[src/hdl/gsr_fifo.sv]
// ----------------------------------------------------------------------------
// gsr_fifo: short job queue between front and back
// Register-based circular buffer with valid/ready on both sides.
// ----------------------------------------------------------------------------
module gsr_fifo #(
  parameter int WIDTH = 16,
  parameter int DEPTH = 2
) (
  input  logic             clk_i,
  input  logic             rst_ni,
  input  logic             push_valid_i,
  output logic             push_ready_o,
  input  logic [WIDTH-1:0] push_data_i,
  output logic             pop_valid_o,
  input  logic             pop_ready_i,
  output logic [WIDTH-1:0] pop_data_o
);

  localparam int AW = (DEPTH > 1) ? $clog2(DEPTH) : 1;
  localparam int CW = $clog2(DEPTH + 1);

  logic [WIDTH-1:0] mem_q [DEPTH];
  logic [AW-1:0]    wr_ptr_q;
  logic [AW-1:0]    rd_ptr_q;
  logic [CW-1:0]    cnt_q;
  logic             push;
  logic             pop;

  assign push_ready_o = cnt_q != CW'(DEPTH);
  assign pop_valid_o  = cnt_q != '0;
  assign push         = push_valid_i && push_ready_o;
  assign pop          = pop_valid_o && pop_ready_i;
  assign pop_data_o   = mem_q[rd_ptr_q];

  always_ff @(posedge clk_i or negedge rst_ni) begin
    if (!rst_ni) begin
      wr_ptr_q <= '0;
      rd_ptr_q <= '0;
      cnt_q    <= '0;
    end else begin
      if (push) begin
        wr_ptr_q <= (wr_ptr_q == AW'(DEPTH - 1)) ? '0 : wr_ptr_q + AW'(1);
      end
      if (pop) begin
        rd_ptr_q <= (rd_ptr_q == AW'(DEPTH - 1)) ? '0 : rd_ptr_q + AW'(1);
      end
      case ({push, pop})
        2'b10:   cnt_q <= cnt_q + CW'(1);
        2'b01:   cnt_q <= cnt_q - CW'(1);
        default: cnt_q <= cnt_q;
      endcase
    end
  end

  always_ff @(posedge clk_i) begin
    if (push) begin
      mem_q[wr_ptr_q] <= push_data_i;
    end
  end

endmodule

[config.mk]
export PLATFORM = sky130hd
export DESIGN_NAME = gsr_fifo
export DESIGN_NICKNAME = d
export VERILOG_FILES = /design/src/hdl/gsr_fifo.sv
export SDC_FILE = /design/constraint.sdc
export NUM_CORES = 1
export LEC_CHECK = 0
export BUFFER_PORTS_ARGS = -buffer_cell sky130_fd_sc_hd__buf_4
export CAP_MARGIN = 20
export CORE_UTILIZATION = 40
export CTS_CLUSTER_SIZE = 8
export DETAILED_ROUTE_END_ITERATION = 8
export GPL_TIMING_DRIVEN = 0
export PLACE_DENSITY_LB_ADDON = 0.08
export SLEW_MARGIN = 20
export SYNTH_ARGS = -nofsm -noshare
export SYNTH_HDL_FRONTEND = slang
export SYNTH_SLANG_ARGS = --single-unit
[constraint.sdc]
create_clock -name clk_i -period 1.6 [get_ports clk_i]
set_input_delay 0.08 -clock clk_i [delete_from_list [all_inputs] [get_ports clk_i]]
set_output_delay 0.08 -clock clk_i [all_outputs]
set_load 0.05 [all_outputs]
---- After elaboration in Yosys (flattened, before gate mapping) ----
Memory sizes are Yosys's and may differ from the RTL's.
Index checks and enable logic that the tools add are counted.
storage, ports and cells
  bits in registers ....................... 4
  bits in latches ......................... 0
  RAM bits ................................ 32
  memory bits (read-only) ................. 0
  bits of input ports ..................... 20
  output and inout bits ................... 18
  logic and storage cells ................. 20
  memories kept ........................... 1
memories
  name   depth  bits a word  read ports  clocked after Yosys merged registers in  wr ports  RTL line  RTL
  mem_q  2      16           1           0                                        1         22        logic [WIDTH-1:0] mem_q [DEPTH];
operators by class
  add/sub/neg operators ................... 4
  multiply operators ...................... 0
  divide/modulo/power cells ............... 0
  magnitude comparators ................... 0
  equal/unequal tests ..................... 3
  shifts and indexed selects .............. 0
  mux-type cells .......................... 5
  bitwise gates (word level) .............. 0
  reduce and logical (&&, ||, !) cells .... 4
operator list
  operator                                              number
  two-way mux 1 bit                                     4
  one-hot mux 2 bit (2 select lines)                    1
  nonzero test 2 bit                                    2
  adder 1 bit (second input constant)                   2
  adder 2 x 1 -> 2 bit (second input constant)          1
  equality test 2 x 1 -> 1 bit (second input constant)  1
  equality test 2 bit (second input constant)           1
  logical AND 1 bit                                     2
  != test 2 bit (second input constant)                 1
  subtractor 2 x 1 -> 2 bit (second input constant)     1

---- Logic depth before layout (Yosys ltp) ----
  depth after elaboration ................. 4
  gate-level depth with buffers ........... 6

---- Worst setup path after synthesis ----
Ideal clock, no wire load.
  path type ............................... register -> register
  from .................................... register cnt_q[0]
  to ...................................... memory mem_q[0][0], enable pin
  setup time .............................. 0.388 ns
  data arrival time ....................... 1.774 ns
  required time ........................... 1.212 ns
  path slack .............................. -0.562 ns
  cell stages (with the launch flop) ...... 4
  buffers on the path ..................... 0
  period minus slack after synthesis ...... 2.162 ns
  cell sequence ........................... dfrtp_1 nand2b_1 nand2_1 nor2_1
between the ends
  cells in the longest elaborated chain, start to end .. 4
ends and longest elaborated chain
  what                                     RTL line  RTL
  from (decl)                              25        logic [CW-1:0] cnt_q;
  from (signal assigned)                   48        2'b10: cnt_q <= cnt_q + CW'(1);
  from (signal assigned)                   49        2'b01: cnt_q <= cnt_q - CW'(1);
  from (signal assigned)                   50        default: cnt_q <= cnt_q;
  != test 2 bit                            29        assign push_ready_o = cnt_q != CW'(DEPTH);
  net push_ready_o                         12        output logic push_ready_o,
  logical AND 1 bit                        31        assign push = push_valid_i && push_ready_o;
  two-way mux 1 bit                        56        if (push) begin
  two-way mux 1 bit (implied by the code)  57        mem_q[wr_ptr_q] <= push_data_i;
  to (decl)                                22
The timed path passes the listed nets, and every way through them passes these cells.

---- Final worst setup path ----
  from .................................... register rd_ptr_q
  to ...................................... output pop_data_o[14]
between the ends
  cells in the longest elaborated chain, start to end .. 1
ends and longest elaborated chain
  what                      RTL line  RTL
  from (decl)               24        logic [AW-1:0] rd_ptr_q;
  from (signal assigned)    45        rd_ptr_q <= (rd_ptr_q == AW'(DEPTH - 1)) ? '0 : rd_ptr_q + AW'(1);
  memory read (2 x 16 bit)  --
  to (decl)                 16        output logic [WIDTH-1:0] pop_data_o
No other way between the ends.

==> run_results.csv <==
group,metric,value,unit
clock_tree,cts_tree,"yes",
synth,synth_sequential_area_ratio,0.7808,
route,routed_via_density,4.566,
global_route,grt_antenna_before_repair,0,
clock_tree,clock-root-buffer,"clkbuf_4",
final_layout,layout.filler_cells,261,
synth,yosys_register_bits,36,
global_route,grt.total_usage,0.1354,
floorplan,io_pins,38,
power,p_leak,0.0007446,uW
setup_path,critPathCaptureType,"output port",
global_route,grt.overflow.total,0,
timing,final_hold_viols,0,
route,route.detailed.drc,0,
final_layout,finished_layout_cell_area,0.001923,sq mm
synth,dominantRegCellSynth,"edfxtp_1",
synth,synth_fp_nets,88,
power,sequential_share_of_power,0.379,
route,drt_iter0_drc,11,
route,finalWirelength,2.166,mm
clock_tree,numCtsBuffers,5,
setup_path,cp.required,1.52,ns
timing,clock_skew,0.004661,ns
global_route,largest_net_degree_at_the_start_of_global_routing,18,
route,detailedRoute.firstPassIterationCount,2,
floorplan,effective_utilization_at_floorplan,0.4344,
synth,post_synth_instance_area,0.001359,sq mm
synth,synth_top_area_frac,0.7072,
power,power.internal,2126,uW
power,worst_vdd_ir,0.9638,mV
clock_tree,htreeDepth,2,
route,routed-via-count,790,
synth,synth_edf_count,32,
timing,slew_viol_final,0,
final_layout,antenna-diode-count,0,
timing,min_period_over_period,0.9445,
setup_path,worst_ep_arrival_time,1.43,ns
synth,yosysUniqueCellTypes,13,
floorplan,overall_die_area,0.003634,sq mm
timing,finalSetupViolations,0,
synth,netlist_top_cells_area,"edfxtp_1 71%, mux2_2 13%, dfrtp_1 7.4%",
place,post-dp-hpwl,1.378,mm
place,port_buffers,37,
synth,syn_avg_cell_area,20.28,sq um
setup_path,critical_path_class,"flip-flop to output port",
power,cellPowerDensity,1892,mW/mm^2
run_status,status,"finished clean",
route,drt-wirelength-per-cell,12.52,um
route,detail-route-antenna-nets,0,
floorplan,floorplan.die.width,60.29,um
power,comb_power_share,0.501,
global_route,via_count_of_the_first_global_routing_pass,755,
timing,worstMarginPinSlew,0.4742,ns
setup_path,crit_path_max_fanout,17,
timing,fin_setup_tns,0,ns
clock_tree,cts.clk_slew.worst_paths,0.10,ns
clock_tree,clock_path_buffers,2,
power,net-switching-power,1512,uW
place,postPlaceCellArea,0.001705,sq mm
floorplan,fp.dieH,60.29,um
timing,rsz0062_at_grt,"no",
synth,synth-warning-count,0,
place,placer_congestion_estimate,0.6046,
clock_tree,postCtsResizedCells,0,
final_layout,areaGrowthSynthToFinish,41.53,%
setup_path,start_kind,"flip-flop",
final_layout,layout.nets,149,
floorplan,rows,20,
job,cap_viol_max_count,0,
power,power_frac_clock,0.120,
worst_hold_path,hold_path.class,"input pin to flip-flop",
final_layout,layout_cells_sized_above_1,0.5194,
power,power_switching_share,0.4156,
clock_tree,clk-insertion-delay-late,0.33,ns
synth,synthesis.instances,67,
timing,maxSlewHeadroom,0.6831,
timing,period_needed,1.511,ns
synth,synth_area_leader_cell,"edfxtp_1",
timing,fmax,661.7,MHz
synth,ffs_w_async_s_r_synth,0.1111,
floorplan,floorplan.core_area,0.003128,sq mm
clock_tree,clock_sinks,36,
global_route,wire_length_of_the_first_global_routing_pass,3.249,mm
metrics by stage:
stage | hold slack (ns) | power, uW | utilization | setup WS [ns] | instances
final | 0.03908 | 3639 | 0.6148 | 0.08880 | 173
after global placement | -0.1226 | 3199 | 0.5452 | 0.1177 | 148
after detailed placement | -0.1195 | 3224 | 0.5452 | 0.08843 | 148
after floorplan | -0.2156 | 2751 | - | 0.02821 | 67
after global routing | 0.04154 | 3828 | 0.6148 | 0.01522 | 173
after CTS | 0.02052 | 3681 | 0.6124 | 0.05051 | 172
power groups by stage:
stage	registers, uW	logic [uW]	clock network (uW)
after floorplan	1390	1370	0
after global placement	1390	1800	0
after detailed placement	1410	1810	0
after CTS	1390	1820	469
after global routing	1410	1920	501
final	1380	1820	437
synth_stat cells, types with 2 or more instances:
cell / count
nor2_1: 2
buf_6: 2
edfxtp_1: 32
xnor2_1: 3
mux2_2: 16
dfrtp_1: 4
xor2_1: 2
layer usage:
| layer | vias to the layer above | global-route usage | share of wire |
|---|---|---|---|
| li1 | 376 | - | - |
| met4 | 0 | 0.06977 | 0.014 |
| met3 | 4 | 0.06061 | 0.059 |
| met1 | 382 | 0.1425 | 0.39 |
| met5 | - | 0 | 0 |
| met2 | 28 | 0.2261 | 0.54 |
cells in the final DEF, fill, tap and decap left out, drive strengths merged:
master and instances:
nand2b 1, clkinv 3, and2 1, dfrtp 4, clkbuf 5, xnor2 3
nor2 2, xor2 2, buf 39, nand2 1, or2 1, edfxtp 32
and3 1, mux2 16, ha 1, dlygate4sd3 17
registers in the layout (all words and copies together) (netlist names):
signal,count
cnt_q,2
mem_q,32
wr_ptr_q,1
rd_ptr_q,1
final cells by class:
class | count | area [sq um] | area share
clock buffers | 5 | 37.54 | 0.01952
clock inverters | 3 | 13.76 | 0.007157
well taps | 44 | 55.05 | 0.02863
plain buffers | 1 | 11.26 | 0.005856
repair buffers | 55 | 455.4 | 0.2368
flip-flops and latches | 36 | 1061 | 0.5517
multi-input cells | 29 | 289.0 | 0.1503
critical path, cell delays in order, from the launching register on:
cell and delay, ns:
dfrtp_1 0.35, buf_6 0.20, mux2_2 0.36, buf_4 0.19
cell families after synthesis:
kind of cell               Yosys count  share of synthesized area
DFF                                 36                     0.7808
muxes                               16                     0.1326
and+or+nand+nor                      7                    0.02855
xor gates and xnor gates             5                    0.03223
buffers and inverters                2                    0.01657
adders and majority gates            1                   0.009207
final timing paths:
check / from / cells past startpoint / to / slack [ns]
worst max-delay path: rd_ptr_q$_DFFE_PN0P_ / 3 / pop_data_o[14] / 0.09
worst min-delay path: pop_ready_i / 3 / rd_ptr_q$_DFFE_PN0P_ / 0.04
worst max register to register: cnt_q[1]$_DFFE_PN0P_ / 5 / cnt_q[1]$_DFFE_PN0P_ / 0.10
worst min register to register: cnt_q[1]$_DFFE_PN0P_ / 1 / cnt_q[1]$_DFFE_PN0P_ / 0.54
max in group asynchronous: rst_ni / 2 / wr_ptr_q$_DFFE_PN0P_ / 1.43
min in group asynchronous: rst_ni / 2 / cnt_q[0]$_DFFE_PN0P_ / 0.07
timing repair:
item                                    CTS  global route
setup buffers                             0             1
hold endpoints to repair                 36             0
endpoints found under the setup margin    9             5
hold buffers                             17             0
Note: power is estimated with default switching activity, not from simulation.
