## src/hdl/gsr_pkg.sv

```systemverilog
// ----------------------------------------------------------------------------
// gsr_pkg: shared types and constants of the skin-response calibrator
// Range tables, fixed field widths and the header that one job carries
// from the front through the queue to the back.
// ----------------------------------------------------------------------------
package gsr_pkg;

  localparam int OUT_ADC_W = 12;   // width of the reported ADC value
  localparam int RES_W     = 21;   // resistance, kOhm in Q8
  localparam int CON_W     = 23;   // conductance, uS in Q16
  localparam int CON_NUM_W = 34;

  // 1000 * 2^16 * 2^8: conductance numerator against a Q8 resistance
  localparam logic [CON_NUM_W-1:0] CON_NUM = 34'd16777216000;

  // range_select after reset: auto range from the sample word
  localparam logic [2:0] RANGE_SEL_RESET = 3'd4;

  // resistance range codes
  localparam logic [1:0] RANGE_8K   = 2'd0;
  localparam logic [1:0] RANGE_63K  = 2'd1;
  localparam logic [1:0] RANGE_220K = 2'd2;
  localparam logic [1:0] RANGE_680K = 2'd3;

  typedef struct packed {
    logic [OUT_ADC_W-1:0] adc_value;
    logic [1:0]           rng;
    logic                 nonpos;    // 6*eff - F <= 0, eff = adc after range 3 floor
  } job_hdr_t;

  // reference resistor in tenths of a kOhm
  function automatic logic [15:0] rref10(input logic [1:0] rng);
    logic [15:0] r;
    unique case (rng)
      RANGE_8K:   r = 16'd402;
      RANGE_63K:  r = 16'd2870;
      RANGE_220K: r = 16'd10000;
      RANGE_680K: r = 16'd33000;
    endcase
    return r;
  endfunction

  function automatic logic [RES_W-1:0] r_min_q8(input logic [1:0] rng);
    logic [RES_W-1:0] r;
    unique case (rng)
      RANGE_8K:   r = 21'd2048;
      RANGE_63K:  r = 21'd16128;
      RANGE_220K: r = 21'd56320;
      RANGE_680K: r = 21'd174080;
    endcase
    return r;
  endfunction

  function automatic logic [RES_W-1:0] r_max_q8(input logic [1:0] rng);
    logic [RES_W-1:0] r;
    unique case (rng)
      RANGE_8K:   r = 21'd16128;
      RANGE_63K:  r = 21'd56320;
      RANGE_220K: r = 21'd174080;
      RANGE_680K: r = 21'd1203200;
    endcase
    return r;
  endfunction

endpackage

```

## src/hdl/gsr_front.sv

```systemverilog
// ----------------------------------------------------------------------------
// gsr_front: input stage
// Holds range_select, picks the range, applies the range 3 floor and
// forms the divider denominator 10*(6*adc - F). One registered job slot.
// ----------------------------------------------------------------------------
module gsr_front import gsr_pkg::*; #(
  parameter int ADC_BITS = 12
) (
  input  logic                clk_i,
  input  logic                rst_ni,
  input  logic                cfg_we_i,
  input  logic [2:0]          cfg_wdata_i,
  input  logic                in_valid_i,
  output logic                in_ready_o,
  input  logic [15:0]         raw_word_i,
  output logic                job_valid_o,
  input  logic                job_ready_i,
  output job_hdr_t            job_hdr_o,
  output logic [ADC_BITS+5:0] job_den_o
);

  localparam int SX_W = ADC_BITS + 3;
  localparam int D_W  = ADC_BITS + 6;
  localparam logic [ADC_BITS-1:0] ADC_FULL = '1;
  localparam logic [ADC_BITS-1:0] R3_FLOOR = ADC_BITS'(ADC_FULL / 6 + 1);

  logic [2:0]          range_sel_q;
  logic                v_q;
  job_hdr_t            hdr_q;
  logic [D_W-1:0]      den_q;

  logic                accept;
  logic [1:0]          rng;
  logic [ADC_BITS-1:0] adc;
  logic [ADC_BITS-1:0] eff;
  logic [SX_W-1:0]     six;
  logic [SX_W-1:0]     diff;
  job_hdr_t            hdr_d;
  logic [D_W-1:0]      den_d;

  assign in_ready_o = !v_q || job_ready_i;
  assign accept     = in_valid_i && in_ready_o;

  always_comb begin
    // codes 4..7 all mean auto range
    rng   = range_sel_q[2] ? raw_word_i[15:14] : range_sel_q[1:0];
    adc   = raw_word_i[ADC_BITS-1:0];
    eff   = (rng == RANGE_680K && adc < R3_FLOOR) ? R3_FLOOR : adc;
    six   = SX_W'({eff, 2'b00}) + SX_W'({eff, 1'b0});
    diff  = six - SX_W'(ADC_FULL);
    den_d = {diff, 3'b000} + D_W'({diff, 1'b0});
    hdr_d.adc_value = OUT_ADC_W'(adc);
    hdr_d.rng       = rng;
    hdr_d.nonpos    = six <= SX_W'(ADC_FULL);
  end

  always_ff @(posedge clk_i or negedge rst_ni) begin
    if (!rst_ni) begin
      range_sel_q <= RANGE_SEL_RESET;
      v_q         <= 1'b0;
    end else begin
      if (cfg_we_i) begin
        range_sel_q <= cfg_wdata_i;
      end
      if (accept) begin
        v_q <= 1'b1;
      end else if (job_ready_i) begin
        v_q <= 1'b0;
      end
    end
  end

  always_ff @(posedge clk_i) begin
    if (accept) begin
      hdr_q <= hdr_d;
      den_q <= den_d;
    end
  end

  assign job_valid_o = v_q;
  assign job_hdr_o   = hdr_q;
  assign job_den_o   = den_q;

endmodule

```

## config.mk

```make
export PLATFORM = sky130hd
export DESIGN_NAME = gsr_front
export DESIGN_NICKNAME = d
export VERILOG_FILES = /design/src/hdl/gsr_pkg.sv /design/src/hdl/gsr_front.sv
export SDC_FILE = /design/constraint.sdc
export NUM_CORES = 1
export LEC_CHECK = 0
export CORE_MARGIN = 2
export CORE_UTILIZATION = 50
export DETAILED_ROUTE_END_ITERATION = 10
export DONT_BUFFER_PORTS = 1
export GPL_TIMING_DRIVEN = 0
export PLACE_DENSITY = 0.67
export SYNTH_ARGS = -nofsm -noshare
export SYNTH_HDL_FRONTEND = slang
export SYNTH_SLANG_ARGS = --single-unit
```

## constraint.sdc

```tcl
create_clock -name clk_i -period 11.35 [get_ports clk_i]
set_input_delay 3.405 -clock clk_i [delete_from_list [all_inputs] [get_ports clk_i]]
set_output_delay 3.405 -clock clk_i [all_outputs]
set_load 0.005 [all_outputs]
```

# After elaboration in Yosys (flattened, before gate mapping)
# Index checks and enable logic that the tools add are counted.
# word_totals
register_bits	37
in_bits	24
out_inout_bits	35
# classes
order_cmp	2
n_addsub	3
n_reduce_logical	5
muxes	4
eq_ne	1
# op_table
op	n
adder 18 x 16 -> 18 bit	1
adder 14 x 13 -> 15 bit	1
less-or-equal comparator 15 x 12 -> 1 bit (second input constant)	1
subtractor 15 x 12 -> 15 bit (second input constant)	1
less-than comparator 12 x 10 -> 1 bit (second input constant)	1
two-way mux 12 bit	1
equality test 2 bit (second input constant)	1
logical AND 1 bit	2
two-way mux 1 bit	2
two-way mux 2 bit	1
nonzero test 2 bit	1
zero test 1 bit	1
logical OR 1 bit	1

# Longest topological paths before layout
# depth
depth_word	7
mapped_depth	22
depth_no_buf	20

# Worst setup path after synthesis
# OpenSTA, ideal clock, no wires.
# synth_path
kind	input to register
startpoint	input raw_word_i[10]
endpoint	register den_q[16] (netlist: job_den_o[16]), data pin
slack_ns	3.064
arrival_time_ns	8.024
required_ns	11.087
cell_stages	19
path_cell_list	nand4bb_1 > or4_1 > nand3_1 > clkbuf_1 > nand2b_1 > ha_1 > ha_1 > nor3_1 > a211oi_1 > a221oi_4 > o2111ai_1 > a31oi_1 > xor2_1 > inv_1 > ha_1 > a21o_1 > a41oi_1 > mux2i_1 > a21oi_1
# synth_between
elab_chain_cells	6
# synth_rtl
element	line	source
start, declared	gsr_front.sv:15	input logic [15:0] raw_word_i,
less-than comparator 12 x 10 -> 1 bit	gsr_front.sv:48	eff = (rng == RANGE_680K && adc < R3_FLOOR) ? R3_FLOOR : adc;
logical AND 1 bit	gsr_front.sv:48	
two-way mux 12 bit *	gsr_front.sv:48	
adder 14 x 13 -> 15 bit *	gsr_front.sv:49	six = SX_W'({eff, 2'b00}) + SX_W'({eff, 1'b0});
subtractor 15 x 12 -> 15 bit *	gsr_front.sv:50	diff = six - SX_W'(ADC_FULL);
adder 18 x 16 -> 18 bit *	gsr_front.sv:51	den_d = {diff, 3'b000} + D_W'({diff, 1'b0});
named net den_d[16]	gsr_front.sv:39	logic [D_W-1:0] den_d;
end signal, assigned	gsr_front.sv:76	den_q <= den_d;
end, declared	gsr_front.sv:30	logic [D_W-1:0] den_q;
# Mark *: on every way through the listed nets, which the timed path passes. The rest lies on a longest branch.
# A chain may end at the register's enable or synchronous reset.

# Worst setup path in the final report
# layout_path
startpoint	input raw_word_i[1]
endpoint	register den_q[16] (netlist: job_den_o[16]), data pin
# The elaborated chain is that of the path after synthesis.

==> flow_summary.toml <==
[detailed_routing]
antenna_left = 0
drc_errors = 0
avgRoutedWirePerCell_um = 15.0
detail_route.iter0.violations = 87
vias = 2098
detailedRoute.firstPassIterationCount = 4
vias_per_cell = 5.84
detail_route.wirelength_mm = 5.39

[critical_path]
cpPeakStageDelay_ns = 0.48
worstPathArrival_ns = 8.83
setup.worst_path.end_class = "register"
slowest_stage = "or4_1"
critical_path_required_ns = 11.38
critical_path_class = "primary input to register"
crit_path_cell_trace = "clkbuf_1 -> a21oi_1 -> or4_1 -> nand3_1 -> clkbuf_1 -> nand2b_1 -> ha_1 -> ha_1 -> nor3_1 -> a211oi_1 -> a221oi_4 -> o2111ai_1 -> a31oi_1 -> xor2_1 -> inv_1 -> ha_1 -> a21o_1 -> a41oi_1 -> mux2i_1 -> a21oi_1"
kind_of_start_point_of_the_critical_path = "primary input"
critical_path_peak_fanout = 10
worst_path_most_repeated_cell = "ha_1"

[grt]
groute.layer.met2.usage = 0.316
grtUsageMet1 = 0.225
grt_usage = 0.186
grt_remaining_overflow = 0
grtUsageMet3 = 0.0483
grt_antenna_before_repair = 0
grt_start_max_net_pins = 32
vias_in_the_first_global_route = 2055
grt_pass1_wl_mm = 9.16
busiest_layer = "met2"

[die]
die_area_sq_um = 6140
die_w_um = 78.4
rows = 27
floorplan.initialDensity = 0.508
core_region_area_sq_um = 5440
chipHeight_um = 78.4
num_io_pins = 59

[sta]
rsz_0062_raised_after_global_routing = "no"
tightestPinTransition_ns = 0.711
drv_slew = 0
slew_headroom = 0.526
timing.final.hold_violations = 0
whs_ns = 0.525
final.period_utilization = 0.775
max_freq_mhz = 114
total_negative_setup_slacks_ns = 0
period_needed_ns = 8.80
setup-violations-final = 0
fin_skew_ns = 0.00868

[logic_synthesis]
synth_compound_area_frac = 0.206
dominant_combinational_cell_family_by_area_after_synthesis = "compound AO/OA/AOI/OAI gates"
synth.yosys.warnings = 0
avgSynthCellArea_sq_um = 9.91
synth.area.mux_share = 0.0303
synth_xor_area_frac = 0.0729
number_of_unique_standard_cell_types_used_by_synthesis = 61
synth_top_area_frac = 0.337
synth_seq_area_share = 0.373
postSynthRegisterBits = 35
netlist_instances = 279
yosys.area_share.simple = 0.178
ys.flop_type = "edfxtp_1"
synth_largest_area_cell = "edfxtp_1"
synth_async_sr_flop_share = 0.114
synthMostInstantiatedCell = "edfxtp_1"
ys_top_cells_by_area = "edfxtp_1, ha_1, xnor2_1, a21oi_1, dfrtp_1"
synth_edf_count = 31
mappedNetlistArea_sq_um = 2770
synth_fp_nets = 326
top_cell_types_by_occurrence_after_synthesis = "edfxtp_1, ha_1, nand2_1"
synth_fa_ha_area_frac = 0.104

[clock_tree]
post-cts-setup-buffer-count = 0
cts_inserted_buffers = 5
cts_tree = "built"
clock-sinks = 35
cts_hold_buf = 0
worstSkewPairLatency_ns = 0.29
htree_num_levels = 2
worst_setup_hold_path_clk_slew_ns = 0.08
cts_root_buf = "clkbuf_8"
ctsLongestPathBuffers = 2
cts.repair.resized = 0

[finish]
post_route_cells_drive_above_1_share = 0.0941
antennaDiodeCount = 0
area_growth_syn_to_layout_pct = 7.56
layout.cells.non_filler = 359
total_nets_final = 333

[pwr]
finalPower_w = 0.000513
leakagePower_nw = 1.14
peakVddDrop_mv = 0.0746
power_density_over_cell_area_nw_per_um2 = 173

[min_path]
hold_crit_class = "register to register"

[place]
finalWeightedCongestion = 0.888
dpl.hpwl_mm = 4.13
io_buffer_count = 0
dpl.cell_count = 351

[outcome]
result_of_the_run = "finished clean"

[run]
timing.max_cap.violations = 0
[where the power goes]
group / switching [W] / internal, W
clock network: 0.0000453 / 0.0000711
registers: 0.00000993 / 0.000177
logic: 0.000115 / 0.0000946
total: 0.000170 / 0.000343
[cell families after synthesis]
kind of cell	count (synthesis)
DFF	35
muxes	8
other	2
and+or+nand+nor	91
xor gates and xnor gates	23
buffers and inverters	22
AOI/OAI and AO/OA	75
adders and majority gates	23
[sequential cells by signal, summed over array words and instances, names as in the netlist]
name,flops
job_den_o,16
job_hdr_o,15
job_valid_o,1
range_sel_q,3
[layout make-up]
type,count,area [sq um]
flip-flops and latches,35,1030
plain buffers,9,41.3
clock inverters,2,35.0
well taps,72,90.1
multi-input cells,222,1640
inverters,13,48.8
clock buffers,6,82.6
fillers,492,2460
[final timing paths]
| path | start | endpoint | slack, ns | cells after the start |
|---|---|---|---|---|
| max in group asynchronous | rst_ni | range_sel_q[2] | 8.38 | 0 |
| max | raw_word_i[1] | job_den_o[16] | 2.55 | 20 |
| min reg2reg | range_sel_q[0] | range_sel_q[0] | 0.52 | 1 |
| max reg2reg | range_sel_q[2] | job_den_o[16] | 5.59 | 19 |
| min in group asynchronous | rst_ni | job_valid_o | 2.80 | 0 |
| min | range_sel_q[0] | range_sel_q[0] | 0.52 | 1 |
[critical path, delay by kind of cell]
family          cells  cell delay (ns)
compound gates      8             1.86
simple gates        4             1.13
xor+xnor            1             0.41
fa+ha+maj           3             0.96
mux                 1             0.22
buf+inv             3             0.83
[stage by stage]
step            util  setup WS [ns]  instance area (sq um)
2_1_floorplan      -           3.06                   2770
3_3_place_gp   0.525           2.37                   2860
3_5_place_dp   0.525           2.30                   2860
4_1_cts        0.547           2.58                   2970
5_1_grt        0.547           1.93                   2970
6_report       0.547           2.55                   2970
[routing by layer]
metal  part of all wire  vias to the layer above
met5                  0                        -
met4              0.019                        0
met3              0.042                        8
met2               0.49                       50
met1               0.45                      970
li1                   -                     1070
[placed cells by master, fill, tap and decap left out, types with 4 or more instances in the layout]
| master | instances |
|---|---|
| clkbuf_1 | 7 |
| edfxtp_1 | 31 |
| a31oi_1 | 7 |
| nand2_1 | 20 |
| nor3_1 | 10 |
| xnor2_1 | 16 |
| mux2i_1 | 5 |
| nor2_1 | 17 |
| nand3_1 | 4 |
| and2_1 | 4 |
| ha_1 | 23 |
| o211ai_1 | 4 |
| o21ai_0 | 8 |
| a21o_1 | 7 |
| nand2b_1 | 9 |
| clkbuf_8 | 6 |
| xor2_1 | 7 |
| inv_1 | 13 |
| a21oi_1 | 15 |
No activity file was read; power rests on OpenSTA's default activity.
